===== config.mk =====
export PLATFORM = sky130hd
export DESIGN_NAME = ranging_result_decode_filter
export DESIGN_NICKNAME = d
export VERILOG_FILES = /design/src/hdl/rrdf_pkg.sv /design/src/hdl/rrdf_ema.sv /design/src/hdl/ranging_result_decode_filter.sv
export VERILOG_INCLUDE_DIRS = /design/src /design/src/hdl
export SDC_FILE = /design/constraint.sdc
export NUM_CORES = 1
export LEC_CHECK = 0
export BUFFER_PORTS_ARGS = -buffer_cell sky130_fd_sc_hd__buf_2
export CAP_MARGIN = 20
export CORE_MARGIN = 3
export CORE_UTILIZATION = 34
export DETAILED_ROUTE_END_ITERATION = 7
export GPL_TIMING_DRIVEN = 0
export SYNTH_ARGS = -nofsm -noshare
export SYNTH_HDL_FRONTEND = slang
export SYNTH_SLANG_ARGS = --single-unit

===== constraint.sdc =====
create_clock -name clk_i -period 8.28 [get_ports clk_i]
set_input_delay 0.414 -clock clk_i [delete_from_list [all_inputs] [get_ports clk_i]]
set_output_delay 0.414 -clock clk_i [all_outputs]
set_load 0.03 [all_outputs]

===== src/hdl/assert_macros.svh =====
// Assertion macros used by the top-level RTL file of the ranging result decoder.
`ifndef ASSERT_MACROS_SVH
`define ASSERT_MACROS_SVH

// Property checked at every clock edge outside reset.
`define RRDF_ASSERT(lbl, prop, msg) \
  lbl: assert property (@(posedge clk_i) disable iff (!rst_ni) (prop)) else $error(msg);

// Same-cycle implication.
`define RRDF_ASSERT_IMP(lbl, ante, cons, msg) \
  `RRDF_ASSERT(lbl, (ante) |-> (cons), msg)

// Next-cycle implication.
`define RRDF_ASSERT_NXT(lbl, ante, cons, msg) \
  `RRDF_ASSERT(lbl, (ante) |=> (cons), msg)

`endif


===== src/hdl/rrdf_pkg.sv =====
// Package for the ranging result decoder: item types, constants and status map.
package rrdf_pkg;

  // Block framing
  localparam int unsigned BLOCK_BYTES       = 17;
  localparam int unsigned STATUS_TABLE_SIZE = 24;
  localparam int unsigned POS_W             = 5;
  localparam logic [POS_W-1:0] POS_LAST     = POS_W'(BLOCK_BYTES - 1);

  // Byte positions of the fields that are kept
  localparam logic [POS_W-1:0] POS_STATUS  = POS_W'(0);
  localparam logic [POS_W-1:0] POS_SPAD    = POS_W'(3);
  localparam logic [POS_W-1:0] POS_AMB_HI  = POS_W'(7);
  localparam logic [POS_W-1:0] POS_AMB_LO  = POS_W'(8);
  localparam logic [POS_W-1:0] POS_DIST_HI = POS_W'(13);
  localparam logic [POS_W-1:0] POS_DIST_LO = POS_W'(14);
  localparam logic [POS_W-1:0] POS_SIG_HI  = POS_W'(15);
  localparam logic [POS_W-1:0] POS_SIG_LO  = POS_W'(16);

  // Range codes
  localparam logic [3:0] CODE_GOOD    = 4'd0;
  localparam logic [3:0] CODE_UNKNOWN = 4'd14;

  // Configuration port
  localparam int unsigned PADDR_W = 4;
  localparam int unsigned PDATA_W = 32;
  localparam logic [1:0] REG_MIN_DIST = 2'd0;
  localparam logic [1:0] REG_MAX_DIST = 2'd1;
  localparam logic [1:0] REG_SHIFT    = 2'd2;
  localparam logic [15:0] MIN_DIST_RST = 16'd40;
  localparam logic [15:0] MAX_DIST_RST = 16'd4000;
  localparam logic [2:0]  SHIFT_RST    = 3'd2;

  typedef logic [23:0] q8_t;

  typedef struct packed {
    logic [7:0] data_byte;
    logic       block_start;
  } in_item_t;

  typedef struct packed {
    logic [3:0]  range_code;
    logic [7:0]  eff_spads;
    logic [15:0] ambient_rate;
    logic [15:0] signal_rate;
    logic [15:0] distance_mm;
    logic        sample_valid;
    q8_t         filtered_q8;
  } out_item_t;

  // Raw device status to range code; raw codes beyond the table are unknown
  function automatic logic [3:0] map_status(input logic [4:0] raw);
    logic [3:0] code;
    case (raw)
      5'd3:    code = 4'd5;
      5'd4:    code = 4'd2;
      5'd5:    code = 4'd4;
      5'd6:    code = 4'd1;
      5'd7:    code = 4'd7;
      5'd8:    code = 4'd3;
      5'd9:    code = CODE_GOOD;
      5'd12:   code = 4'd9;
      5'd13:   code = 4'd13;
      5'd18:   code = 4'd10;
      5'd19:   code = 4'd6;
      5'd22:   code = 4'd11;
      5'd23:   code = 4'd12;
      default: code = CODE_UNKNOWN;
    endcase
    if (32'(raw) >= STATUS_TABLE_SIZE) begin
      code = CODE_UNKNOWN;
    end
    return code;
  endfunction

endpackage


===== src/hdl/rrdf_ema.sv =====
// Exponential average step in Q16.8: seed on first sample, else move by diff >> shift.
module rrdf_ema (
  input  rrdf_pkg::q8_t avg_i,
  input  logic [15:0]   dist_i,
  input  logic [2:0]    shift_i,
  input  logic          seeded_i,
  output rrdf_pkg::q8_t avg_o
);

  rrdf_pkg::q8_t      target;
  logic signed [24:0] diff_s;
  logic signed [24:0] step_s;
  logic [24:0]        sum;

  // Arithmetic shift of the signed difference rounds toward minus infinity
  always_comb begin
    target = {dist_i, 8'h00};
    diff_s = $signed({1'b0, target}) - $signed({1'b0, avg_i});
    step_s = diff_s >>> shift_i;
    sum    = {1'b0, avg_i} + $unsigned(step_s);
    avg_o  = seeded_i ? sum[23:0] : target;
  end

endmodule


===== src/hdl/ranging_result_decode_filter.sv =====
// Top level of the ranging result decoder with distance smoothing filter.
//
//  channel | dir | handshake                | payload
//  --------+-----+--------------------------+-----------------------------
//  in      | in  | in_valid_i / in_ready_o  | in_data_i  (rrdf_pkg::in_item_t)
//  out     | out | out_valid_o / out_ready_i| out_data_o (rrdf_pkg::out_item_t)
//  cfg     | in  | psel/penable/pwrite/pready | paddr, pwdata, prdata
//
// One byte is taken per cycle while in_ready_o is high; the last byte of a block loads the result
// register in the same cycle, so a result appears in the cycle after it.
// Bytes are taken while a result waits; only a byte at the last block position stalls
// until the result register is free, through the out_ready_i to in_ready_o path.
// Reset clears position, filter seed and the result valid flag; limits and
// shift return to 40, 4000 and 2.
`include "assert_macros.svh"

module ranging_result_decode_filter (
  input  logic                          clk_i,
  input  logic                          rst_ni,
  input  logic                          in_valid_i,
  output logic                          in_ready_o,
  input  rrdf_pkg::in_item_t            in_data_i,
  output logic                          out_valid_o,
  input  logic                          out_ready_i,
  output rrdf_pkg::out_item_t           out_data_o,
  input  logic                          psel,
  input  logic                          penable,
  input  logic                          pwrite,
  input  logic [rrdf_pkg::PADDR_W-1:0]  paddr,
  input  logic [rrdf_pkg::PDATA_W-1:0]  pwdata,
  output logic [rrdf_pkg::PDATA_W-1:0]  prdata,
  output logic                          pready
);

  // Configuration registers
  logic [15:0] min_dist_q, max_dist_q;
  logic [2:0]  shift_q;
  logic        cfg_we;
  logic [1:0]  reg_idx;

  // Block state
  logic [rrdf_pkg::POS_W-1:0] pos_q, pos_d, pos_eff;
  logic [4:0]  status_q, status_d;
  logic [7:0]  spad_q, spad_d;
  logic [15:0] amb_q, amb_d;
  logic [15:0] dist_q, dist_d;
  logic [7:0]  sig_hi_q, sig_hi_d;
  logic [7:0]  sig_lo_q, sig_lo_d;
  logic        seeded_q, seeded_d;
  rrdf_pkg::q8_t avg_q, avg_d, avg_step;

  // Result register
  logic                out_valid_q;
  rrdf_pkg::out_item_t out_q, out_d;

  logic in_fire, last_byte, emit;
  logic [3:0] code;
  logic       valid;

  // APB register port
  assign pready  = 1'b1;
  assign reg_idx = paddr[3:2];
  assign cfg_we  = psel && penable && pwrite;

  always_comb begin
    case (reg_idx)
      rrdf_pkg::REG_MIN_DIST: prdata = {16'h0000, min_dist_q};
      rrdf_pkg::REG_MAX_DIST: prdata = {16'h0000, max_dist_q};
      rrdf_pkg::REG_SHIFT:    prdata = {29'h0, shift_q};
      default:                prdata = '0;
    endcase
  end

  always_ff @(posedge clk_i or negedge rst_ni) begin
    if (!rst_ni) begin
      min_dist_q <= rrdf_pkg::MIN_DIST_RST;
      max_dist_q <= rrdf_pkg::MAX_DIST_RST;
      shift_q    <= rrdf_pkg::SHIFT_RST;
    end else if (cfg_we) begin
      case (reg_idx)
        rrdf_pkg::REG_MIN_DIST: min_dist_q <= pwdata[15:0];
        rrdf_pkg::REG_MAX_DIST: max_dist_q <= pwdata[15:0];
        rrdf_pkg::REG_SHIFT:    shift_q    <= pwdata[2:0];
        default: ;
      endcase
    end
  end

  // Handshake: only a byte at the last block position waits for the result register
  assign in_ready_o  = out_ready_i || !out_valid_q || (pos_q != rrdf_pkg::POS_LAST);
  assign in_fire     = in_valid_i && in_ready_o;
  assign pos_eff     = in_data_i.block_start ? '0 : pos_q;
  assign last_byte   = (pos_eff == rrdf_pkg::POS_LAST);
  assign emit        = in_fire && last_byte;
  assign out_valid_o = out_valid_q;
  assign out_data_o  = out_q;

  // Field capture by byte position
  always_comb begin
    status_d = status_q;
    spad_d   = spad_q;
    amb_d    = amb_q;
    dist_d   = dist_q;
    sig_hi_d = sig_hi_q;
    sig_lo_d = sig_lo_q;
    case (pos_eff)
      rrdf_pkg::POS_STATUS:  status_d = in_data_i.data_byte[4:0];
      rrdf_pkg::POS_SPAD:    spad_d   = in_data_i.data_byte;
      rrdf_pkg::POS_AMB_HI:  amb_d    = {in_data_i.data_byte, amb_q[7:0]};
      rrdf_pkg::POS_AMB_LO:  amb_d    = {amb_q[15:8], in_data_i.data_byte};
      rrdf_pkg::POS_DIST_HI: dist_d   = {in_data_i.data_byte, dist_q[7:0]};
      rrdf_pkg::POS_DIST_LO: dist_d   = {dist_q[15:8], in_data_i.data_byte};
      rrdf_pkg::POS_SIG_HI:  sig_hi_d = in_data_i.data_byte;
      rrdf_pkg::POS_SIG_LO:  sig_lo_d = in_data_i.data_byte;
      default: ;
    endcase
    pos_d = last_byte ? '0 : pos_eff + 1'b1;
  end

  // Status, limits and filter for the finished block
  always_comb begin
    code  = rrdf_pkg::map_status(status_d);
    valid = (code == rrdf_pkg::CODE_GOOD) && (dist_d >= min_dist_q) && (dist_d <= max_dist_q);
    avg_d    = valid ? avg_step : avg_q;
    seeded_d = seeded_q || valid;
  end

  rrdf_ema u_ema (
    .avg_i    (avg_q),
    .dist_i   (dist_d),
    .shift_i  (shift_q),
    .seeded_i (seeded_q),
    .avg_o    (avg_step)
  );

  always_comb begin
    out_d.range_code   = code;
    out_d.eff_spads    = spad_d;
    out_d.ambient_rate = {amb_d[12:0], 3'b000};
    out_d.signal_rate  = {sig_hi_d[4:0], sig_lo_d, 3'b000};
    out_d.distance_mm  = dist_d;
    out_d.sample_valid = valid;
    out_d.filtered_q8  = avg_d;
  end

  // State registers
  always_ff @(posedge clk_i or negedge rst_ni) begin
    if (!rst_ni) begin
      pos_q    <= '0;
      status_q <= '0;
      spad_q   <= '0;
      amb_q    <= '0;
      dist_q   <= '0;
      sig_hi_q <= '0;
      sig_lo_q <= '0;
      seeded_q <= 1'b0;
      avg_q    <= '0;
    end else if (in_fire) begin
      pos_q    <= pos_d;
      status_q <= status_d;
      spad_q   <= spad_d;
      amb_q    <= amb_d;
      dist_q   <= dist_d;
      sig_hi_q <= sig_hi_d;
      sig_lo_q <= sig_lo_d;
      if (last_byte) begin
        seeded_q <= seeded_d;
        avg_q    <= avg_d;
      end
    end
  end

  // Result register
  always_ff @(posedge clk_i or negedge rst_ni) begin
    if (!rst_ni) begin
      out_valid_q <= 1'b0;
    end else if (emit) begin
      out_valid_q <= 1'b1;
    end else if (out_ready_i) begin
      out_valid_q <= 1'b0;
    end
  end

  always_ff @(posedge clk_i) begin
    if (emit) begin
      out_q <= out_d;
    end
  end

  // Checks
  `RRDF_ASSERT(a_pos_range, pos_q <= rrdf_pkg::POS_LAST, "byte position past end of block")
  `RRDF_ASSERT_NXT(a_emit_valid, emit, out_valid_q, "finished block gave no result")
  `RRDF_ASSERT_IMP(a_unseeded_zero, !seeded_q, avg_q == '0, "average moved before first sample")
  `RRDF_ASSERT_IMP(a_valid_good, out_valid_q && out_q.sample_valid, out_q.range_code == rrdf_pkg::CODE_GOOD, "valid sample with bad status")

endmodule

==> results of run 1 <==
stage by stage:
step,cell area (µm²),setup WS (ns),util,total power (µW)
2_1_floorplan,12900,2.35,-,2480
3_3_place_gp,14100,0.905,0.383,2830
3_5_place_dp,14100,0.907,0.384,2860
4_1_cts,14700,1.01,0.401,3750
5_1_grt,14700,0.323,0.401,4000
6_report,14700,0.886,0.401,3750
cell type report:
type	instances	area, µm²	share of cell area
Buffer	84	444	0.0301
Multi-Input combinational cell	955	6670	0.452
Sequential cell	200	5410	0.367
Inverter	89	339	0.0230
Timing Repair Buffer	131	689	0.0468
Clock buffer	18	429	0.0291
Tap cell	468	586	0.0397
Clock inverter	13	171	0.0116
report_power, final:
part           internal, µW  leakage [µW]  switching, µW  total (µW)
Clock                   479      0.000292            398         877
Sequential             1180       0.00228           65.1        1240
Combinational           675       0.00424            950        1620
flip-flops by register name (all words and copies together), names as in the netlist, 8 cells and up:
register and cells:
spad_q 8, out_data_o 79, min_dist_q 16, dist_q 16, amb_q 13, sig_lo_q 8
max_dist_q 16, avg_q 24
metal layers:
metal,up-vias,part of all wire
li1,4913,-
met1,4971,0.47
met2,270,0.46
met3,35,0.047
met4,0,0.017
met5,-,0
what timing repair did:
item                      in CTS  in global routing
hold endpoints to repair      32                  0
setup buffers                  0                  0
hold buffers                   1                  0
cell usage after synthesis (10+ instances only):
| master | n |
|---|---|
| nand2_1 | 168 |
| o21ai_0 | 121 |
| dfrtp_1 | 112 |
| mux2_2 | 101 |
| inv_1 | 87 |
| ha_1 | 83 |
| nor2_1 | 83 |
| edfxtp_1 | 79 |
| a21oi_1 | 72 |
| mux2i_1 | 46 |
| clkbuf_1 | 40 |
| xnor2_1 | 29 |
| buf_4 | 23 |
| nor3_1 | 22 |
| a21o_1 | 18 |
| mux2_4 | 15 |
| nand3_1 | 14 |
| xor2_1 | 14 |
| nor2b_1 | 13 |
| a31oi_1 | 10 |
| buf_2 | 10 |
| nand2b_1 | 10 |
| nand4_1 | 10 |
worst max-delay path, stage by stage, from the launching register on:
cell,delay [ns]
dfrtp_1,0.44
inv_1,0.11
nor2_1,0.08
nand4b_1,0.11
clkbuf_1,0.43
mux2i_1,0.43
inv_1,0.26
ha_1,0.39
nor4bb_1,0.40
a31o_2,0.27
a21oi_1,0.10
o21bai_1,0.14
a21oi_1,0.09
xnor2_1,0.18
mux2i_1,0.13
mux2_2,0.30
a21oi_1,0.25
ha_1,0.34
a2111oi_1,0.64
a21oi_1,0.30
a2111oi_2,0.53
nor3_1,0.17
o31ai_1,0.33
xnor2_1,0.18
xnor2_1,0.14
mux2i_1,0.11
mux2_2,0.29
cells by family after synthesis:
group	Yosys count	synth area share
DFF	200	0.423
buffers and inverters	173	0.0609
and+or+nand+nor	356	0.124
muxes	163	0.144
adders and majority gates	84	0.0828
xor gates and xnor gates	43	0.0295
other	2	0.000588
AOI/OAI and AO/OA	286	0.135
worst paths after layout:
kind                             start  depth (start not counted)              to  slack, ns
setup / recovery              pos_q[3]                         26  out_data_o[23]       0.89
hold / removal             out_ready_i                          2     out_valid_o       0.18
setup reg to reg              pos_q[3]                         26  out_data_o[23]       0.89
hold reg to reg            sig_lo_q[2]                          2     sig_lo_q[2]       0.49
max in group asynchronous       rst_ni                          3   max_dist_q[5]       7.02
min in group asynchronous       rst_ni                          2     sig_hi_q[0]       0.43
==> flow_summary.json, run 1 <==
{
  "grt_use_met3": 0.0339,
  "timing.max_cap.violations": 0,
  "final_cell_count_no_fill": 1958,
  "setup_tns_ns": 0,
  "synth_largest_area_cell": "dfrtp_1",
  "grt_pass1_wl_um": 55500,
  "layout-drive-gt1-share": 0.222,
  "status": "completed",
  "pins_over_their_slew_limit": 0,
  "worst_setup_path_end_kind": "flip-flop",
  "yosysWarningCount": 0,
  "via_to_cell_ratio": 5.20,
  "leading_cell_types_in_the_layout_fill_and_taps_excluded": "nand2_1, buf_2, o21ai_0",
  "route.antenna.remaining_nets": 0,
  "final.hold.worst_slack_ns": 0.180,
  "synthCells": 1307,
  "cp-start-kind": "flip-flop",
  "cts-buffers-inserted": 17,
  "design.core.area_um2": 36800,
  "synth.cell_area_um2": 12800,
  "min-delay-path-class": "input port to flip-flop",
  "grt-ovfl-total": 0,
  "first_iter_violations": 643,
  "peak_usage_layer_in_the_global_routing_report": "met2",
  "die_width_um": 200,
  "cts-resized-gates": 0,
  "design.die.area_um2": 39900,
  "final_common_cell": "nand2_1",
  "synth-edff-count": 79,
  "grt_use_met1": 0.249,
  "synth_flop_cell": "dfrtp_1",
  "ys_ff_latch": 200,
  "fin_skew_ns": 0.0176,
  "numPortBuffers": 129,
  "setup_repair_after_global_routing_missed_its_margin": "no",
  "grt_antenna_before_repair": 0,
  "n_diodes": 0,
  "grt_util_met2": 0.289,
  "route.vias.total": 10200,
  "floorplan.die.height_um": 200,
  "floorplan.initialDensity": 0.347,
  "p_leak_uw": 0.00681,
  "power.density_cell_area_nw_per_um2": 254,
  "area_delta_synth_final_pct": 15.3,
  "largest_net_degree_at_the_start_of_global_routing": 90,
  "number_of_placed_instances_with_taps_included": 1926,
  "share_of_flip_flops_with_an_asynchronous_set_or_reset": 0.605,
  "clock_tree.buffer_depth": 2,
  "worst_ep_required_time_ns": 8.47,
  "period_share": 0.893,
  "drcViolationCount": 0,
  "clkLatencyLatePin_ns": 0.45,
  "worst-endpoint-arrival_ns": 7.58,
  "placementRows": 70,
  "gpl.final_weighted_congestion": 0.928,
  "avgRoutedWirePerCell_um": 18.3,
  "cp_max_fo": 9,
  "top_level_ports": 172,
  "worst_setup_hold_path_clk_slew_ns": 0.07,
  "ctsHtreeMaxLevel": 4,
  "grt_util_all_layers": 0.179,
  "synth-seq-area-share": 0.423,
  "worst_pin_slew_ns": 0.845,
  "cts_tree": "built",
  "clkSinkCount": 200,
  "power.ir.vdd_worst_uv": 146,
  "finalNetCount": 1614,
  "finalHoldViolCount": 0,
  "totalWireLength_um": 35800,
  "drt_pre_antenna_iters": 6,
  "post-synth-top-area-fraction": 0.219,
  "fmax_ghz": 0.135,
  "dp_hpwl_um": 26500,
  "cts.root.buffer_cell": "clkbuf_16",
  "final-setup-viol-count": 0,
  "relSlewSlack": 0.437,
  "criticalPathCategory": "flip-flop to flip-flop",
  "final.min_clock_period_ns": 7.39,
  "synth.lib_cells_used.distinct": 68,
  "synth.avg_cell_area_um2": 9.78,
  "first_global_vias": 9848,
  "number_of_fill_cells_in_the_layout": 3631,
  "synth_area_leaders": "dfrtp_1, edfxtp_1, mux2_2"
}
No activity file was read; power rests on OpenSTA's default activity.
==> run 2, diff against run 1 <==
Settings changed: ABC_AREA set to 1.
==> flow_summary.json, run 2 <==
{
  "status": "completed",
  "number_of_placed_instances_with_taps_included": 2258,
  "layout_setup_ws_ns": 1.56,
  "setup_repair_after_global_routing_missed_its_margin": "no",
  "first_iter_violations": 1015,
  "first_global_vias": 11300,
  "synth_flop_cell": "dfrtp_1",
  "setup_tns_ns": 0,
  "final.min_clock_period_ns": 6.72,
  "cpMostUsedCell": "nand2_1",
  "share_of_the_synthesized_area_in_compound_gates_ao_oa_aoi_oai": 0.165,
  "number_of_fill_cells_in_the_layout": 3829,
  "largest_reg_flops": 79,
  "ys_ff_latch": 200,
  "p_leak_uw": 0.00702,
  "final-setup-viol-count": 0,
  "synthCells": 1628,
  "floorplan.die.height_um": 200,
  "worst-endpoint-arrival_ns": 6.91,
  "design.die.area_um2": 39800,
  "synth_xor_area_frac": 0.0151,
  "grt_antenna_before_repair": 0,
  "cp-start-kind": "flip-flop",
  "worst_setup_path_end_kind": "flip-flop",
  "cp_max_fo": 10,
  "fmax_ghz": 0.149,
  "finalNetCount": 1946,
  "largest_net_degree_at_the_start_of_global_routing": 93,
  "synth-edff-count": 79,
  "ctsHtreeMaxLevel": 4,
  "yosys.area_share.simple": 0.210,
  "critical_path.slowest_cell": "o21ai_1",
  "synth-adder-area-share": 0.0831,
  "muxShareOfSynthArea": 0.00550,
  "worst_ep_required_time_ns": 8.47,
  "drcViolationCount": 0,
  "floorplan.initialDensity": 0.346,
  "drt_pre_antenna_iters": 5,
  "top_level_ports": 172,
  "yosysWarningCount": 0,
  "area_delta_synth_final_pct": 16.2,
  "period_share": 0.812,
  "clkLatencyLatePin_ns": 0.46,
  "fin_skew_ns": 0.0128,
  "route.antenna.remaining_nets": 0,
  "cts.root.buffer_cell": "clkbuf_16",
  "route.vias.total": 11700,
  "pins_over_their_slew_limit": 0,
  "synth_common_cells": "nand2_1, o21ai_0, inv_1",
  "leading_cell_types_in_the_layout_fill_and_taps_excluded": "nand2_1, o21ai_0, inv_1",
  "power.density_cell_area_nw_per_um2": 230,
  "stdcell_area_um2": 14800,
  "grt_util_all_layers": 0.211,
  "synth_top_family_by_area": "simple AND/OR/NAND/NOR gates",
  "synth-seq-area-share": 0.425,
  "worst_setup_hold_path_clk_slew_ns": 0.09,
  "via_to_cell_ratio": 5.09,
  "totalWireLength_um": 41300,
  "cts_tree": "built",
  "avgRoutedWirePerCell_um": 18.0,
  "power.ir.vdd_worst_uv": 157,
  "die_width_um": 200,
  "gpl.final_weighted_congestion": 0.998,
  "placementRows": 70,
  "synth_largest_area_cell": "dfrtp_1",
  "grt_pass1_wl_um": 64200,
  "timing.max_cap.violations": 0,
  "clkSinkCount": 200,
  "final_common_cell": "nand2_1",
  "postCtsSetupBuffers": 0,
  "synth.cell_area_um2": 12700,
  "post-synth-top-area-fraction": 0.220,
  "min-delay-path-class": "input port to flip-flop",
  "n_diodes": 0,
  "share_of_flip_flops_with_an_asynchronous_set_or_reset": 0.605,
  "placed_area_um2": 14200,
  "cts.hold.buffers_added": 1,
  "synthMostInstantiatedCell": "nand2_1",
  "cts-resized-gates": 0,
  "finalHoldViolCount": 0,
  "cts-buffers-inserted": 17,
  "relSlewSlack": 0.220,
  "clock_tree.buffer_depth": 2,
  "criticalPathCategory": "flip-flop to flip-flop",
  "grt-ovfl-total": 0,
  "synth.lib_cells_used.distinct": 51,
  "dp_worst_setup_slack_ns": 1.52,
  "dp_hpwl_um": 32300,
  "cpPeakStageDelay_ns": 0.55,
  "finalCoreUtilization": 0.402,
  "layout-drive-gt1-share": 0.149,
  "synth.avg_cell_area_um2": 7.82,
  "worst_pin_slew_ns": 1.16,
  "design.core.area_um2": 36800,
  "final_cell_count_no_fill": 2291,
  "numPortBuffers": 130,
  "synth_area_leaders": "dfrtp_1, edfxtp_1, nand2_1"
}
==> run 2: cell count changes after synthesis, sizes merged, moves of 22 or more <==
cell and delta:
o21ai +128, xnor2 -22, mux2 -116, mux2i -40
nand2 +239, nand3 +77, inv +132
==> run 2: final timing paths <==
| path | to | slack [ns] | cells after the start | from |
|---|---|---|---|---|
| max | out_data_o[19] | 1.56 | 31 | pos_q[2] |
| min | out_valid_o | 0.15 | 2 | out_ready_i |
| max reg2reg | out_data_o[19] | 1.56 | 31 | pos_q[2] |
| min reg2reg | min_dist_q[15] | 0.49 | 2 | min_dist_q[15] |
| max in group asynchronous | shift_q[1] | 7.06 | 3 | rst_ni |
| min in group asynchronous | sig_lo_q[0] | 0.40 | 2 | rst_ni |
==> run 2: cell families (layout without fill, tap and decap cells) <==
kind of cell / Yosys count / count (layout)
other cells: 2 / 23
simple gates: 628 / 628
compound gates: 390 / 390
mux: 7 / 7
buf+inv: 295 / 469
flops: 200 / 200
xor+xnor: 22 / 22
fa+ha+maj: 84 / 84
==> run 2: critical path, delay by kind of cell (launching register included) <==
family | cells | cell delay (ns)
AOI/OAI and AO/OA | 9 | 2.01
adders and majority gates | 2 | 0.80
buffers and inverters | 2 | 0.46
DFF | 1 | 0.42
muxes | 1 | 0.14
and+or+nand+nor | 17 | 2.65
==> run 2: layout make-up <==
| cell class | instances | area, µm² | area share |
|---|---|---|---|
| Sequential cell | 200 | 5410 | 0.366 |
| Clock buffer | 18 | 439 | 0.0297 |
| Buffer | 75 | 389 | 0.0263 |
| Multi-Input combinational cell | 1154 | 6190 | 0.418 |
| Inverter | 220 | 826 | 0.0558 |
| Timing Repair Buffer | 142 | 792 | 0.0535 |
| Clock inverter | 14 | 166 | 0.0112 |
| Tap cell | 468 | 586 | 0.0396 |
==> run 2: metal layers <==
layer / vias up / track usage / share of wire
li1: 5740 / - / -
met2: 359 / 0.322 / 0.44
met3: 82 / 0.0482 / 0.063
met5: - / 0 / 0
met1: 5478 / 0.288 / 0.46
met4: 0 / 0.0899 / 0.037
==> run 2: power by group <==
part,total [µW],switching (µW),internal [µW],leakage (µW)
Clock,868,449,419,0.000298
Sequential,1180,43.3,1140,0.00230
Combinational,1360,918,440,0.00443
Total,3410,1410,2000,0.00702
==> run 2: through the flow <==
step / total power (µW) / hold WS, ns
global route: 3670 / 0.143
floorplan: 2150 / 0.118
global placement: 2510 / 0.462
CTS: 3420 / 0.125
finish: 3410 / 0.147
detailed placement: 2540 / 0.327
